[src/hdl/slf_pkg.sv]
// slf_pkg: shared types and constants for the set-associative line fill block
// used by slf_ctrl, slf_dp and set_assoc_line_fill
package slf_pkg;

  // sizes
  localparam int MAX_LINES  = 64;
  localparam int ADDR_BITS  = 16;
  localparam int DATA_BITS  = 32;
  localparam int CFG_BITS   = 7;
  localparam int LINE_BITS  = 6;
  localparam int STEP_BITS  = 4;

  // configuration register indexes
  localparam logic REG_LINE_COUNT = 1'b0;
  localparam logic REG_SET_COUNT  = 1'b1;

  // configuration reset values
  localparam logic [CFG_BITS-1:0] LINE_COUNT_RST = 7'd64;
  localparam logic [CFG_BITS-1:0] SET_COUNT_RST  = 7'd64;

  // fill request item
  typedef struct packed {
    logic [ADDR_BITS-1:0]        block_address;
    logic signed [DATA_BITS-1:0] fill_data;
  } fill_req_t;

  // placement result item
  typedef struct packed {
    logic [LINE_BITS-1:0] line_index;
    logic                 set_full;
  } fill_rsp_t;

  // controller to datapath commands
  typedef struct packed {
    logic load;
    logic div_step;
    logic mul;
    logic scan_step;
    logic commit;
  } slf_cmd_t;

  // datapath to controller status
  typedef struct packed {
    logic div_last;
    logic scan_end;
    logic out_free;
  } slf_stat_t;

endpackage

[src/hdl/slf_ctrl.sv]
// slf_ctrl: sequencer for one fill request at a time
// depends on slf_pkg for command and status structs
module slf_ctrl
  import slf_pkg::*;
(
  input  logic      clk,
  input  logic      rst,
  input  logic      req_valid,
  output logic      req_ready,
  input  slf_stat_t stat,
  output slf_cmd_t  cmd
);

  typedef enum logic [2:0] {
    ST_IDLE,
    ST_DIV,
    ST_MUL,
    ST_SCAN,
    ST_FINISH
  } state_t;

  state_t state;

  // state register
  always_ff @(posedge clk) begin
    if (rst) begin
      state <= ST_IDLE;
    end else begin
      case (state)
        ST_IDLE:   if (req_valid) state <= ST_DIV;
        ST_DIV:    if (stat.div_last) state <= ST_MUL;
        ST_MUL:    state <= ST_SCAN;
        ST_SCAN:   if (stat.scan_end) state <= ST_FINISH;
        ST_FINISH: if (stat.out_free) state <= ST_IDLE;
        default:   state <= ST_IDLE;
      endcase
    end
  end

  // commands decoded from state
  assign req_ready     = (state == ST_IDLE);
  assign cmd.load      = (state == ST_IDLE) && req_valid;
  assign cmd.div_step  = (state == ST_DIV);
  assign cmd.mul       = (state == ST_MUL);
  assign cmd.scan_step = (state == ST_SCAN);
  assign cmd.commit    = (state == ST_FINISH) && stat.out_free;

endmodule

[src/hdl/slf_dp.sv]
// slf_dp: config registers, serial divider, base multiply, way scan, line store
// and result register; depends on slf_pkg
module slf_dp
  import slf_pkg::*;
(
  input  logic                clk,
  input  logic                rst,
  input  logic                cfg_we,
  input  logic                cfg_index,
  input  logic [CFG_BITS-1:0] cfg_data,
  input  fill_req_t           req,
  input  slf_cmd_t            cmd,
  output slf_stat_t           stat,
  output logic                rsp_valid,
  input  logic                rsp_ready,
  output fill_rsp_t           rsp
);

  logic [CFG_BITS-1:0]  line_count;
  logic [CFG_BITS-1:0]  set_count;
  logic [CFG_BITS-1:0]  lines_eff;
  logic [CFG_BITS-1:0]  sets_eff;

  logic [ADDR_BITS-1:0] addr;
  logic [DATA_BITS-1:0] data;
  logic [CFG_BITS-1:0]  sets;
  logic [ADDR_BITS-1:0] sh_a;
  logic [ADDR_BITS-1:0] sh_l;
  logic [CFG_BITS-1:0]  rem_a;
  logic [CFG_BITS-1:0]  rem_l;
  logic [CFG_BITS-1:0]  ways;
  logic [STEP_BITS-1:0] step;
  logic [CFG_BITS:0]    try_a;
  logic [CFG_BITS:0]    try_l;
  logic                 fit_l;
  logic [2*CFG_BITS-1:0] prod;

  logic [LINE_BITS-1:0] base;
  logic [LINE_BITS-1:0] way;
  logic [LINE_BITS-1:0] idx;
  logic                 free_hit;
  logic                 last_way;
  logic [LINE_BITS-1:0] pick;
  logic                 full;

  logic [MAX_LINES-1:0] line_valid;
  logic [ADDR_BITS-1:0] line_tag  [MAX_LINES];
  logic [DATA_BITS-1:0] line_word [MAX_LINES];

  // configuration registers
  always_ff @(posedge clk) begin
    if (rst) begin
      line_count <= LINE_COUNT_RST;
      set_count  <= SET_COUNT_RST;
    end else if (cfg_we) begin
      case (cfg_index)
        REG_LINE_COUNT: line_count <= cfg_data;
        REG_SET_COUNT:  set_count  <= cfg_data;
        default:        ;
      endcase
    end
  end

  // effective line and set counts, clamped to sane ranges
  always_comb begin
    if (line_count == '0) begin
      lines_eff = CFG_BITS'(1);
    end else if (line_count > CFG_BITS'(MAX_LINES)) begin
      lines_eff = CFG_BITS'(MAX_LINES);
    end else begin
      lines_eff = line_count;
    end
    if (set_count == '0) begin
      sets_eff = CFG_BITS'(1);
    end else if (set_count > lines_eff) begin
      sets_eff = lines_eff;
    end else begin
      sets_eff = set_count;
    end
  end

  // one restoring step each for addr mod sets and lines div sets
  assign try_a = {rem_a, sh_a[ADDR_BITS-1]};
  assign try_l = {rem_l, sh_l[ADDR_BITS-1]};
  assign fit_l = (try_l >= {1'b0, sets});
  assign prod  = rem_a * ways;

  always_ff @(posedge clk) begin
    if (cmd.load) begin
      addr  <= req.block_address;
      data  <= req.fill_data;
      sets  <= sets_eff;
      sh_a  <= req.block_address;
      sh_l  <= ADDR_BITS'(lines_eff);
      rem_a <= '0;
      rem_l <= '0;
      ways  <= '0;
      step  <= '0;
    end else if (cmd.div_step) begin
      sh_a <= {sh_a[ADDR_BITS-2:0], 1'b0};
      sh_l <= {sh_l[ADDR_BITS-2:0], 1'b0};
      if (try_a >= {1'b0, sets}) begin
        rem_a <= CFG_BITS'(try_a - {1'b0, sets});
      end else begin
        rem_a <= try_a[CFG_BITS-1:0];
      end
      if (fit_l) begin
        rem_l <= CFG_BITS'(try_l - {1'b0, sets});
      end else begin
        rem_l <= try_l[CFG_BITS-1:0];
      end
      ways <= {ways[CFG_BITS-2:0], fit_l};
      step <= step + STEP_BITS'(1);
    end
  end

  // first line of the set
  always_ff @(posedge clk) begin
    if (cmd.mul) begin
      base <= prod[LINE_BITS-1:0];
    end
  end

  // way scan, one line per cycle
  assign idx      = base + way;
  assign free_hit = !line_valid[idx];
  assign last_way = ({1'b0, way} + CFG_BITS'(1)) == ways;

  always_ff @(posedge clk) begin
    if (cmd.mul) begin
      way <= '0;
    end else if (cmd.scan_step) begin
      if (free_hit) begin
        pick <= idx;
        full <= 1'b0;
      end else if (last_way) begin
        pick <= base;
        full <= 1'b1;
      end else begin
        way <= way + LINE_BITS'(1);
      end
    end
  end

  // valid bits
  always_ff @(posedge clk) begin
    if (rst) begin
      line_valid <= '0;
    end else if (cmd.commit) begin
      line_valid[pick] <= 1'b1;
    end
  end

  // tag and data store
  always_ff @(posedge clk) begin
    if (cmd.commit) begin
      line_tag[pick]  <= addr;
      line_word[pick] <= data;
    end
  end

  // result register
  always_ff @(posedge clk) begin
    if (rst) begin
      rsp_valid <= 1'b0;
    end else if (cmd.commit) begin
      rsp_valid <= 1'b1;
    end else if (rsp_ready) begin
      rsp_valid <= 1'b0;
    end
  end

  always_ff @(posedge clk) begin
    if (cmd.commit) begin
      rsp.line_index <= pick;
      rsp.set_full   <= full;
    end
  end

  // status to the controller
  assign stat.div_last = (step == {STEP_BITS{1'b1}});
  assign stat.scan_end = free_hit || last_way;
  assign stat.out_free = !rsp_valid || rsp_ready;

endmodule

[src/hdl/set_assoc_line_fill.sv]
// set_assoc_line_fill: top level of the set-associative line placement block
// depends on slf_pkg, slf_ctrl and slf_dp
//
// Each fill request item picks set = address mod set count, scans that set's
// ways in order for the first free line (else takes the set's first line and
// flags set_full), marks it valid and stores tag and data. One item is worked
// on at a time, in these steps: acceptance, the bit-serial divider that forms
// address mod sets and lines / sets together, the base multiply, the scan of
// the set's ways up to the first free one or the last one, and the commit,
// which waits until the output register is free. A finished result sits in
// an output register, so the next item is taken while it waits.
// Configuration writes are taken any time the block is idle; there is no
// clearing pass after reset.
module set_assoc_line_fill
  import slf_pkg::*;
(
  input  logic                clk,
  input  logic                rst,
  input  logic                cfg_we,
  input  logic                cfg_index,
  input  logic [CFG_BITS-1:0] cfg_data,
  input  logic                req_valid,
  output logic                req_ready,
  input  fill_req_t           req,
  output logic                rsp_valid,
  input  logic                rsp_ready,
  output fill_rsp_t           rsp
);

  slf_cmd_t  cmd;
  slf_stat_t stat;

  // sequencer
  slf_ctrl u_ctrl (
    .clk       (clk),
    .rst       (rst),
    .req_valid (req_valid),
    .req_ready (req_ready),
    .stat      (stat),
    .cmd       (cmd)
  );

  // datapath
  slf_dp u_dp (
    .clk       (clk),
    .rst       (rst),
    .cfg_we    (cfg_we),
    .cfg_index (cfg_index),
    .cfg_data  (cfg_data),
    .req       (req),
    .cmd       (cmd),
    .stat      (stat),
    .rsp_valid (rsp_valid),
    .rsp_ready (rsp_ready),
    .rsp       (rsp)
  );

  // a result never overwrites one still waiting
  a_no_overwrite: assert property (@(posedge clk) disable iff (rst)
    cmd.commit |-> !(rsp_valid && !rsp_ready))
    else $error("result overwritten");

  // a result shows up only after a commit
  a_rsp_from_commit: assert property (@(posedge clk) disable iff (rst)
    $rose(rsp_valid) |-> $past(cmd.commit))
    else $error("result without commit");

  // no new item is taken while dividing
  a_busy_div: assert property (@(posedge clk) disable iff (rst)
    cmd.div_step |-> !req_ready)
    else $error("accept during divide");

  // an accepted item keeps the block busy in the next cycle
  a_busy_after_load: assert property (@(posedge clk) disable iff (rst)
    (req_valid && req_ready) |=> cmd.div_step)
    else $error("divide not started");

endmodule

[config.mk]
export PLATFORM = sky130hd
export DESIGN_NAME = set_assoc_line_fill
export DESIGN_NICKNAME = d
export VERILOG_FILES = /design/src/hdl/slf_pkg.sv /design/src/hdl/slf_ctrl.sv /design/src/hdl/slf_dp.sv /design/src/hdl/set_assoc_line_fill.sv
export SDC_FILE = /design/constraint.sdc
export NUM_CORES = 1
export LEC_CHECK = 0
export BUFFER_PORTS_ARGS = -buffer_cell sky130_fd_sc_hd__clkbuf_2
export CAP_MARGIN = 10
export CORE_MARGIN = 2
export CORE_UTILIZATION = 44
export DETAILED_ROUTE_END_ITERATION = 10
export PLACE_DENSITY = 0.72
export SYNTH_ARGS = -nofsm -noshare
export SYNTH_HDL_FRONTEND = slang
export SYNTH_SLANG_ARGS = --single-unit
export TNS_END_PERCENT = 20
[constraint.sdc]
create_clock -name clk -period 3.81 [get_ports clk]
set_input_delay 0.5715 -clock clk [delete_from_list [all_inputs] [get_ports clk]]
set_output_delay 0.5715 -clock clk [all_outputs]
set_load 0.01 [all_outputs]
Word level (Yosys, flattened, before mapping)
Index checks and enable logic that the tools add are counted.
W data, S select, Z words.
{"block": "totals", "regBits": 172, "output_inout_bits": 9}
{"block": "classes", "mul": 1, "n_addsub": 6, "n_mux": 23, "bitwise": 4, "n_lt_le_gt_ge": 7, "n_reduce_logical": 17, "eq_ne": 11}
{"op": "$or A64 B64 Y64", "n": 1}
{"op": "$mux W7", "n": 7}
{"op": "$mux W16", "n": 2}
{"op": "$ge A8 B7 Y1", "n": 2}
{"op": "$pmux W3 S5", "n": 1}
{"op": "$logic_not A7 Y1", "n": 2}
{"op": "$lt A6 B7 Y1 const B", "n": 2}
{"op": "$sub A7 B7 Y7", "n": 2}
{"op": "$mux W3", "n": 4}
{"op": "$mux W6", "n": 2}
{"op": "$ne A2 B1 Y1 const B", "n": 4}
{"op": "$add A6 B1 Y7 const B", "n": 1}
{"op": "$eq A7 B7 Y1", "n": 1}
{"op": "$gt A7 B7 Y1", "n": 1}
{"op": "$gt A7 B7 Y1 const B", "n": 1}
{"op": "$mul A7 B7 Y6", "n": 1}
{"op": "$add A6 B1 Y6 const B", "n": 1}
{"op": "$add A6 B6 Y6", "n": 1}
{"op": "$bmux W1 S6", "n": 1}
{"op": "$demux W1 S6", "n": 1}
{"op": "$eq A3 B2 Y1 const B", "n": 2}
{"op": "$ge A6 B1 Y1 const B", "n": 1}
{"op": "$reduce_and A3 Y1", "n": 2}
{"op": "$mux W1", "n": 5}
{"op": "13 further kinds", "n": 21}

Longest topological paths before layout
Gate-level depths: netlist of the first run.
{"block": "logic_depth", "depth_word": 7, "ltp_mapped": 13, "mapped_depth_nobuf": 11}

Cells and area by module
Synthesis of the first run repeated with hierarchy kept, for this count alone.
{"block": "unflattened", "hier_cells": 855, "hier_area_um2": 8633.3}
{"module": "slf_dp", "seq_area_each_um2": 3883.7, "cells_each": 832, "area_per_inst_um2": 8443.1, "instances": 1}
{"module": "slf_ctrl", "seq_area_each_um2": 60.1, "cells_each": 23, "area_per_inst_um2": 190.2, "instances": 1}

Worst setup path before layout of the first run
OpenSTA, ideal clock, no wires.
{"block": "synth_timing", "path_kind": "flip-flop to flip-flop", "from": "reg u_dp.base[0]", "to": "reg u_dp.full (enable)", "n_path_buf": 1, "arrival_ps": 3007, "stages_incl_launch_ff": 10, "setup_slack_ps": 428, "period_less_slack_ps": 3382, "setup_ps": 375, "cell_sequence": "edfxtp_1 -> ha_1 -> fa_1 -> buf_2 -> mux4_2 -> mux2_2 -> a221oi_1 -> mux2_4 -> inv_2 -> a21oi_1"}
{"block": "synth_between", "elab_chain_len": 5}
{"element": "start: declaration", "line_no": "slf_dp.sv:38", "text": "logic [LINE_BITS-1:0] base;"}
{"element": "start signal: assignment", "line_no": "slf_dp.sv:120", "text": "base <= prod[LINE_BITS-1:0];"}
{"element": "$add A6 B6 Y6", "line_no": "slf_dp.sv:125", "text": "assign idx = base + way;"}
{"element": "$bmux W1 S6", "line_no": "slf_dp.sv:126", "text": "assign free_hit = !line_valid[idx];"}
{"element": "$mux W1 (implied by the code)", "line_no": "slf_dp.sv:126"}
{"element": "$ne A2 B1 Y1 (no source line)"}
{"element": "$reduce_and A3 Y1 (no source line)"}
{"element": "end signal: assignment", "line_no": "slf_dp.sv:135", "text": "full <= 1'b0;"}
{"element": "end signal: assignment", "line_no": "slf_dp.sv:138", "text": "full <= 1'b1;"}
{"element": "end: declaration", "line_no": "slf_dp.sv:44", "text": "logic full;"}
Every way passes these cells. The select of a mux whose other input is x is not followed.
A chain may end at the register's enable or synchronous reset.

Worst setup path after layout of the first run
{"block": "layout_timing", "from": "reg u_dp.way[0]", "to": "reg u_dp.pick[2] (enable)"}
{"block": "layout_between", "elab_chain_len": 5, "word_cells_on_any_way": 7}
{"element": "start: declaration", "line_no": "slf_dp.sv:39", "text": "logic [LINE_BITS-1:0] way;"}
{"element": "start signal: assignment", "line_no": "slf_dp.sv:140", "text": "way <= way + LINE_BITS'(1);"}
{"element": "$add A6 B6 Y6", "line_no": "slf_dp.sv:125"}
{"element": "$bmux W1 S6", "line_no": "slf_dp.sv:126"}
{"element": "$mux W1 (implied by the code)", "line_no": "slf_dp.sv:126"}
{"element": "$ne A2 B1 Y1 (no source line) *"}
{"element": "$reduce_and A3 Y1 (no source line) *"}
{"element": "end signal: assignment", "line_no": "slf_dp.sv:134", "text": "pick <= idx;"}
{"element": "end signal: assignment", "line_no": "slf_dp.sv:137", "text": "pick <= base;"}
{"element": "end: declaration", "line_no": "slf_dp.sv:43", "text": "logic [LINE_BITS-1:0] pick;"}
Every way passes the cells marked *; elsewhere a longest branch is shown, timed or not. The select of a mux whose other input is x is not followed.

==> flow_summary_export.csv, run 1 <==
group,metric,value,unit
critical_path,start_kind,"register",
worst_hold_path,holdPathStages,3,
die,row_count,50,
die,initial_core_util,44.51,%
finish,n_antenna_cell,0,
critical_path,reg2reg_from,"u_dp.way[0]$_SDFFE_PP0P_",
synthesis,synth-seq-cells,172,
clock_network,cts_buffer_depth,2,
worst_hold_path,min_to,"u_dp.line_count[0]$_SDFFE_PP0P_",
drt,avgRoutedWirePerCell,14.91,um
critical_path,critPathSlowestCell,"fa_1",
critical_path,crit_arrival,3640,ps
synthesis,synthDistinctLibCells,59,
drt,viasPerCell,5.455,
global_routing,grt_max_degree,44,
global_routing,grt_pass1_vias,5991,
critical_path,cp.required,3950,ps
clock_network,clkSinkCount,172,
clock_network,clock-root-buffer,"clkbuf_16",
finish,final_util,49.85,%
critical_path,path_cells,"ha_1 -> fa_1 -> buf_12 -> mux4_2 -> mux2_2 -> a221oi_1 -> mux2_4 -> inv_2 -> a21oi_1 -> buf_4",
synthesis,synth_fp_nets,983,
drt,drtIter0Drc,354,
synthesis,synth_cells,879,
die,die_y,141.1,um
synthesis,ys_warn_count,0,
global_routing,gr-total-overflow,0,
finish,fin_nets,1010,
sta,setup_viol,0,
power,vdd_drop_max,0.4276,mV
placement,io_buffers,37,
sta,fin_crit,3496,ps
synthesis,ys_seq_area_share,47.69,%
critical_path,crit_path_max_fanout,16,
sta,min_period_over_period,91.76,%
critical_path,end_kind,"register",
global_routing,grt_pass1_wl,28510,um
finish,layout_common_cells,"140 x nand2_1, 122 x dfxtp_1, 106 x nor2_1, 102 x a21oi_1, 50 x edfxtp_1",
sta,tns,0,ps
placement,gp_congestion,0.8508,
drt,wl,17190,um
finish,mostFrequentLayoutCell,"nand2_1",
sta,whs,390.9,ps
sta,skew,15.31,ps
synthesis,avgSynthCellArea,9.407,sq um
die,dieArea,19910,sq um
clock_network,clock_latency,440,ps
sta,tightest_slew,998.6,ps
critical_path,r2r_setup_slack,310,ps
clock_network,h-tree-depth,4,
clock_network,numCtsBuffers,17,
worst_hold_path,min_from,"cfg_data[0]",
critical_path,max_stage_delay,640,ps
die,io_pins,70,
sta,maxSlewHeadroom,32.81,%
power,power_density,525.3,nW/um^2
finish,layout-area-overhead-vs-synth,12.01,%
critical_path,timing.rr.end,"u_dp.pick[2]$_DFFE_PP_",
clock_network,post_cts_resized,0,
synthesis,synth_flop_cell,"dfxtp_1",
synthesis,async_reset_ff_share,0,%
power,p_leak,3.801,nW
critical_path,critPathKind,"reg -> reg",
job,max-cap-violations,0,
placement,dp_hpwl,11530,um
clock_network,cts.clk_slew.worst_paths,70,ps
global_routing,antenna_found_initial,0,
synthesis,synth_area,8269,sq um
die,die_x,141.1,um
drt,ant_nets,0,
global_routing,grt_use_total,17.92,%
drt,drtPass1Iterations,4,
sta,rsz0062_at_grt,"false",
critical_path,r2r_cells,10,
worst_hold_path,hold_class,"in -> reg",
drt,drcViolationCount,0,
drt,vias,6290,
clock_network,hold_buffers,0,
outcome,outcome,"complete, no violations",
sta,slew_violations,0,
finish,fillers,1689,
die,fp.coreArea,18580,sq um
finish,layout-drive-gt1-share,12.51,%
clock_network,post-cts-setup-buffer-count,0,
sta,max_clock_freq,286.0,MHz
sta,finalHoldViolCount,0,
synthesis,synth_edf_count,50,
clock_network,cts_tree,"built",
cells in the mapped netlist, types with 2 or more instances:
cell	instances	area [sq um]
o211ai_1	2	15.01
mux4_2	16	360.4
ha_1	35	437.9
nor4_1	3	18.77
a21oi_1	102	510.5
and3b_1	2	17.52
a21o_1	6	45.04
or4_1	2	15.01
and3_1	4	25.02
o31ai_1	4	30.03
mux2i_1	25	250.2
o22ai_1	4	25.02
buf_1	5	18.77
nand2b_1	12	75.07
edfxtp_1	50	1501
nand4_1	5	31.28
xnor2_1	20	175.2
clkbuf_1	32	120.1
nor3_1	10	50.05
a211oi_1	2	15.01
nand3_1	30	150.1
buf_2	3	15.01
a22o_1	2	17.52
nor2_1	106	397.9
fa_1	8	160.2
nor3b_1	3	22.52
or3b_2	2	17.52
and2_1	14	87.58
inv_1	24	90.09
nor2b_1	8	50.05
dfxtp_1	122	2442
a221oi_1	2	17.52
o21ai_0	30	150.1
nand2_1	140	525.5
mux2_2	7	78.83
or2_2	5	31.28
xor2_1	10	87.58
worst max-delay path, delay by kind of cell (launching register included):
kind                     cells  cell delay (ps)
AO/OA/AOI/OAI                2              520
adder cells (fa/ha/maj)      2              890
buffers and inverters        3              520
flip-flops                   1              380
multiplexers                 3              880
registers in the layout (all words and copies together) (netlist names), 7 cells and up:
| register | cells |
|---|---|
| u_dp.line_count | 7 |
| u_dp.line_valid | 64 |
| u_dp.rem_a | 7 |
| u_dp.rem_l | 7 |
| u_dp.rsp | 7 |
| u_dp.set_count | 7 |
| u_dp.sets | 7 |
| u_dp.sh_a | 16 |
| u_dp.sh_l | 16 |
| u_dp.ways | 7 |
cells by family after synthesis:
logic type / after synthesis / synth area share, %
compound gates: 165 / 11.14
mux: 49 / 8.519
simple gates: 351 / 18.78
xor+xnor: 31 / 3.374
fa+ha+maj: 43 / 7.233
flops: 172 / 47.69
buf+inv: 68 / 3.268
where the power goes:
| group | switching (mW) | leakage [nW] | internal, mW | total, mW |
|---|---|---|---|---|
| sequential | 0.135 | 1.47 | 2.07 | 2.20 |
| clock | 0.780 | 0.280 | 0.927 | 1.71 |
| combinational | 0.527 | 2.05 | 0.430 | 0.957 |
metrics by stage:
stage	area [sq um]	setup slack (ps)	instances	total power [mW]
final	9263	313.9	1153	4.866
after global routing	9263	152.3	1153	5.124
after CTS	9263	307.9	1153	4.899
after detailed placement	8685	340.6	1121	3.197
after global placement	8685	403.9	1121	3.166
after floorplan	8269	428.2	879	2.970
area by class of cell:
cell class              count  area [sq um]  area share, %
inverters                  26         97.59          1.054
clock buffers              18         429.2          4.633
repair buffers             50         295.3          3.188
multi-input cells         639          4055          43.78
well taps                 234         292.8          3.161
flip-flops and latches    172          3944          42.58
clock inverters            14         148.9          1.607
worst max-delay path by stage:
stage / slack (ps) / startpoint / to / depth (start not counted)
global route: 150 / u_dp.way[0]$_SDFFE_PP0P_ / u_dp.pick[3]$_DFFE_PP_ / 10
global placement: 400 / u_dp.way[0]$_SDFFE_PP0P_ / u_dp.pick[5]$_DFFE_PP_ / 10
floorplan: 430 / u_dp.base[0]$_DFFE_PP_ / u_dp.full$_SDFFCE_PN0P_ / 9
finish: 310 / u_dp.way[0]$_SDFFE_PP0P_ / u_dp.pick[2]$_DFFE_PP_ / 10
detailed placement: 340 / u_dp.way[0]$_SDFFE_PP0P_ / u_dp.pick[5]$_DFFE_PP_ / 10
CTS: 310 / u_dp.way[0]$_SDFFE_PP0P_ / u_dp.pick[2]$_DFFE_PP_ / 10
routing by layer:
layer	vias up	GRT usage [%]	routed length (um)
li1	3107	-	-
met1	3004	22.98	7787
met2	147	29.69	8259
met3	32	3.804	745
met4	0	7.105	395
met5	-	0	0
No activity file was read; power rests on OpenSTA's default activity.
==> inputs of run 2 (changes only) <==
--- a/config.mk
+++ b/config.mk
@@ -5,6 +5,7 @@
 export SDC_FILE = /design/constraint.sdc
 export NUM_CORES = 1
 export LEC_CHECK = 0
+export ABC_AREA = 1
 export BUFFER_PORTS_ARGS = -buffer_cell sky130_fd_sc_hd__clkbuf_2
 export CAP_MARGIN = 10
 export CORE_MARGIN = 2
==> flow_summary_export.csv, run 2 <==
group,metric,value,unit
die,die_y,145.0,um
synthesis,yosys.area.top_type,"dfxtp_1",
finish,fin_nets,1283,
clock_network,h-tree-depth,4,
sta,tns,0,ps
sta,max_clock_freq,293.5,MHz
critical_path,crit_arrival,3580,ps
finish,layout-drive-gt1-share,8.389,%
synthesis,synthDistinctLibCells,44,
drt,vias,7324,
synthesis,synth-seq-cells,172,
global_routing,grt_pass1_vias,6830,
critical_path,start_kind,"register",
finish,reg_top3,"u_dp.line_valid: 64 flops, u_dp.sh_a: 16 flops, u_dp.sh_l: 16 flops",
power,vdd_drop_max,0.5124,mV
die,fp.coreArea,19460,sq um
finish,n_antenna_cell,0,
clock_network,hold_buffers,0,
sta,slew_violations,0,
synthesis,synth_flop_cell,"dfxtp_1",
synthesis,synth_top_area_share,27.91,%
global_routing,grt_max_degree,40,
placement,io_buffers,37,
critical_path,end_kind,"register",
drt,drtIter0Drc,562,
worst_hold_path,hold_class,"in -> reg",
critical_path,cp.required,3990,ps
synthesis,synth_edf_count,50,
drt,drcViolationCount,0,
synthesis,avgSynthCellArea,7.578,sq um
clock_network,post_cts_resized,0,
synthesis,async_reset_ff_share,0,%
die,initial_core_util,44.97,%
clock_network,clock-root-buffer,"clkbuf_16",
die,row_count,51,
synthesis,synth_area,8752,sq um
power,power_density,678.6,nW/um^2
sta,skew,12.03,ps
drt,ant_nets,0,
synthesis,ys_top_cells_by_area,"dfxtp_1 28%, edfxtp_1 17%, nand2_1 13%",
global_routing,antenna_found_initial,0,
critical_path,path_cells,"nand2_1 -> fa_1 -> inv_1 -> ha_1 -> fa_1 -> inv_1 -> fa_1 -> xnor2_1 -> xor2_1 -> xor2_1 -> xnor2_1",
clock_network,post-cts-setup-buffer-count,0,
critical_path,critPathKind,"reg -> reg",
clock_network,cts_tree,"built",
sta,tightest_slew,1175,ps
power,p_leak,4.242,nW
outcome,outcome,"complete, no violations",
placement,pre_cts_ws,428.5,ps
critical_path,critPathSlowestCell,"fa_1",
placement,dp_hpwl,13410,um
job,max-cap-violations,0,
sta,fin_crit,3407,ps
synthesis,synth_fp_nets,1259,
synthesis,synth_most_common_cell,"nand2_1",
finish,top_register,"u_dp.line_valid",
die,dieArea,21040,sq um
sta,maxSlewHeadroom,21.05,%
clock_network,clkSinkCount,172,
global_routing,grt_use_total,19.05,%
sta,min_period_over_period,89.42,%
sta,finalHoldViolCount,0,
die,die_x,145.0,um
critical_path,max_stage_delay,540,ps
sta,rsz0062_at_grt,"false",
die,io_pins,70,
synthesis,ys_warn_count,0,
global_routing,grt_pass1_wl,32970,um
drt,avgRoutedWirePerCell,13.24,um
synthesis,ys_top_cells_by_count,"308 x nand2_1, 134 x inv_1, 122 x dfxtp_1",
drt,viasPerCell,5.027,
global_routing,gr-total-overflow,0,
finish,largest_reg_flops,64,
clock_network,cts_buffer_depth,2,
drt,drtPass1Iterations,5,
clock_network,clock_latency,430,ps
clock_network,cts.clk_slew.worst_paths,70,ps
synthesis,synth_cells,1155,
finish,mostFrequentLayoutCell,"nand2_1",
critical_path,cpMostUsedCell,"fa_1",
placement,gp_congestion,0.8192,
critical_path,crit_path_max_fanout,9,
drt,wl,19290,um
critical_path,r2r_setup_slack,400,ps
finish,layout-area-overhead-vs-synth,11.32,%
sta,setup_viol,0,
finish,layout_common_cells,"308 x nand2_1, 134 x inv_1, 122 x dfxtp_1, 121 x nor2_1, 109 x a21oi_1",
clock_network,numCtsBuffers,17,
synthesis,ys_seq_area_share,45.06,%
sta,finalWorstSetupSlack,403.3,ps
-- run 2: cell count changes in the layout (fill, tap and decap cells not counted), moves of 7 or more --
| cell | change |
|---|---|
| o21ai_0 | +17 |
| nand3_1 | +47 |
| and2_1 | -13 |
| nor2_1 | +15 |
| mux4_2 | -16 |
| nand2b_1 | -12 |
| xnor2_1 | -9 |
| nand2_1 | +168 |
| mux2_2 | -7 |
| nand4_1 | +7 |
| a21oi_1 | +7 |
| nor2b_1 | -8 |
| inv_1 | +110 |
| mux2i_1 | -25 |
-- run 2: final timing paths --
| check | from | to | cells after the start |
|---|---|---|---|
| max | u_dp.ways[0]$_SDFFE_PP0P_ | u_dp.base[5]$_DFFE_PP_ | 11 |
| max reg2reg | u_dp.ways[0]$_SDFFE_PP0P_ | u_dp.base[5]$_DFFE_PP_ | 11 |
| min | cfg_data[6] | u_dp.set_count[6]$_SDFFE_PP1P_ | 3 |
| min reg2reg | u_dp.full$_SDFFCE_PN0P_ | u_dp.rsp[0]$_DFFE_PP_ | 0 |
-- run 2: metal layers --
| metal | up-vias | track usage, % | part of all wire, % |
|---|---|---|---|
| met2 | 172 | 31.64 | 47 |
| li1 | 3783 | - | - |
| met4 | 0 | 6.089 | 1.6 |
| met1 | 3345 | 25.24 | 47 |
| met5 | - | 0 | 0 |
| met3 | 24 | 3.459 | 4.6 |
-- run 2: metrics by stage --
stage	area (sq um)	total power, mW	hold WS (ps)	std cells	utilization [%]
final	9743	6.612	358.9	1457	50.06
after global routing	9743	7.106	381.7	1457	50.06
after CTS	9743	6.630	350.4	1457	50.06
after detailed placement	9143	4.850	422.5	1425	46.98
after global placement	9143	4.795	415.5	1425	46.98
after floorplan	8752	4.388	400.3	1155	-
-- run 2: cell type report --
| type | instances | area (sq um) |
|---|---|---|
| well taps | 265 | 331.6 |
| fillers | 1856 | 9719 |
| inverters | 141 | 531.8 |
| flip-flops and latches | 172 | 3944 |
| clock inverters | 15 | 175.2 |
| clock buffers | 17 | 425.4 |
| repair buffers | 45 | 245.2 |
| multi-input cells | 802 | 4090 |
-- run 2: where the power goes --
group	internal, mW	switching (mW)
combinational	0.818	1.60
sequential	2.20	0.220
clock	0.992	0.786
-- run 2: critical path, delay by kind of cell (launching register included) --
kind	cells	cell delay, ps
buffers and inverters	2	110
xor gates and xnor gates	4	670
and+or+nand+nor	1	110
adders and majority gates	4	1790
DFF	1	490
-- run 2: kinds of logic (layout without fill, tap and decap cells) --
kind of cell / after synthesis / after routing / synth area share (%)
adders and majority gates: 43 / 43 / 6.833
DFF: 172 / 172 / 45.06
xor gates and xnor gates: 22 / 22 / 2.287
buffers and inverters: 181 / 218 / 8.263
AOI/OAI and AO/OA: 184 / 184 / 11.18
and+or+nand+nor: 553 / 553 / 26.38
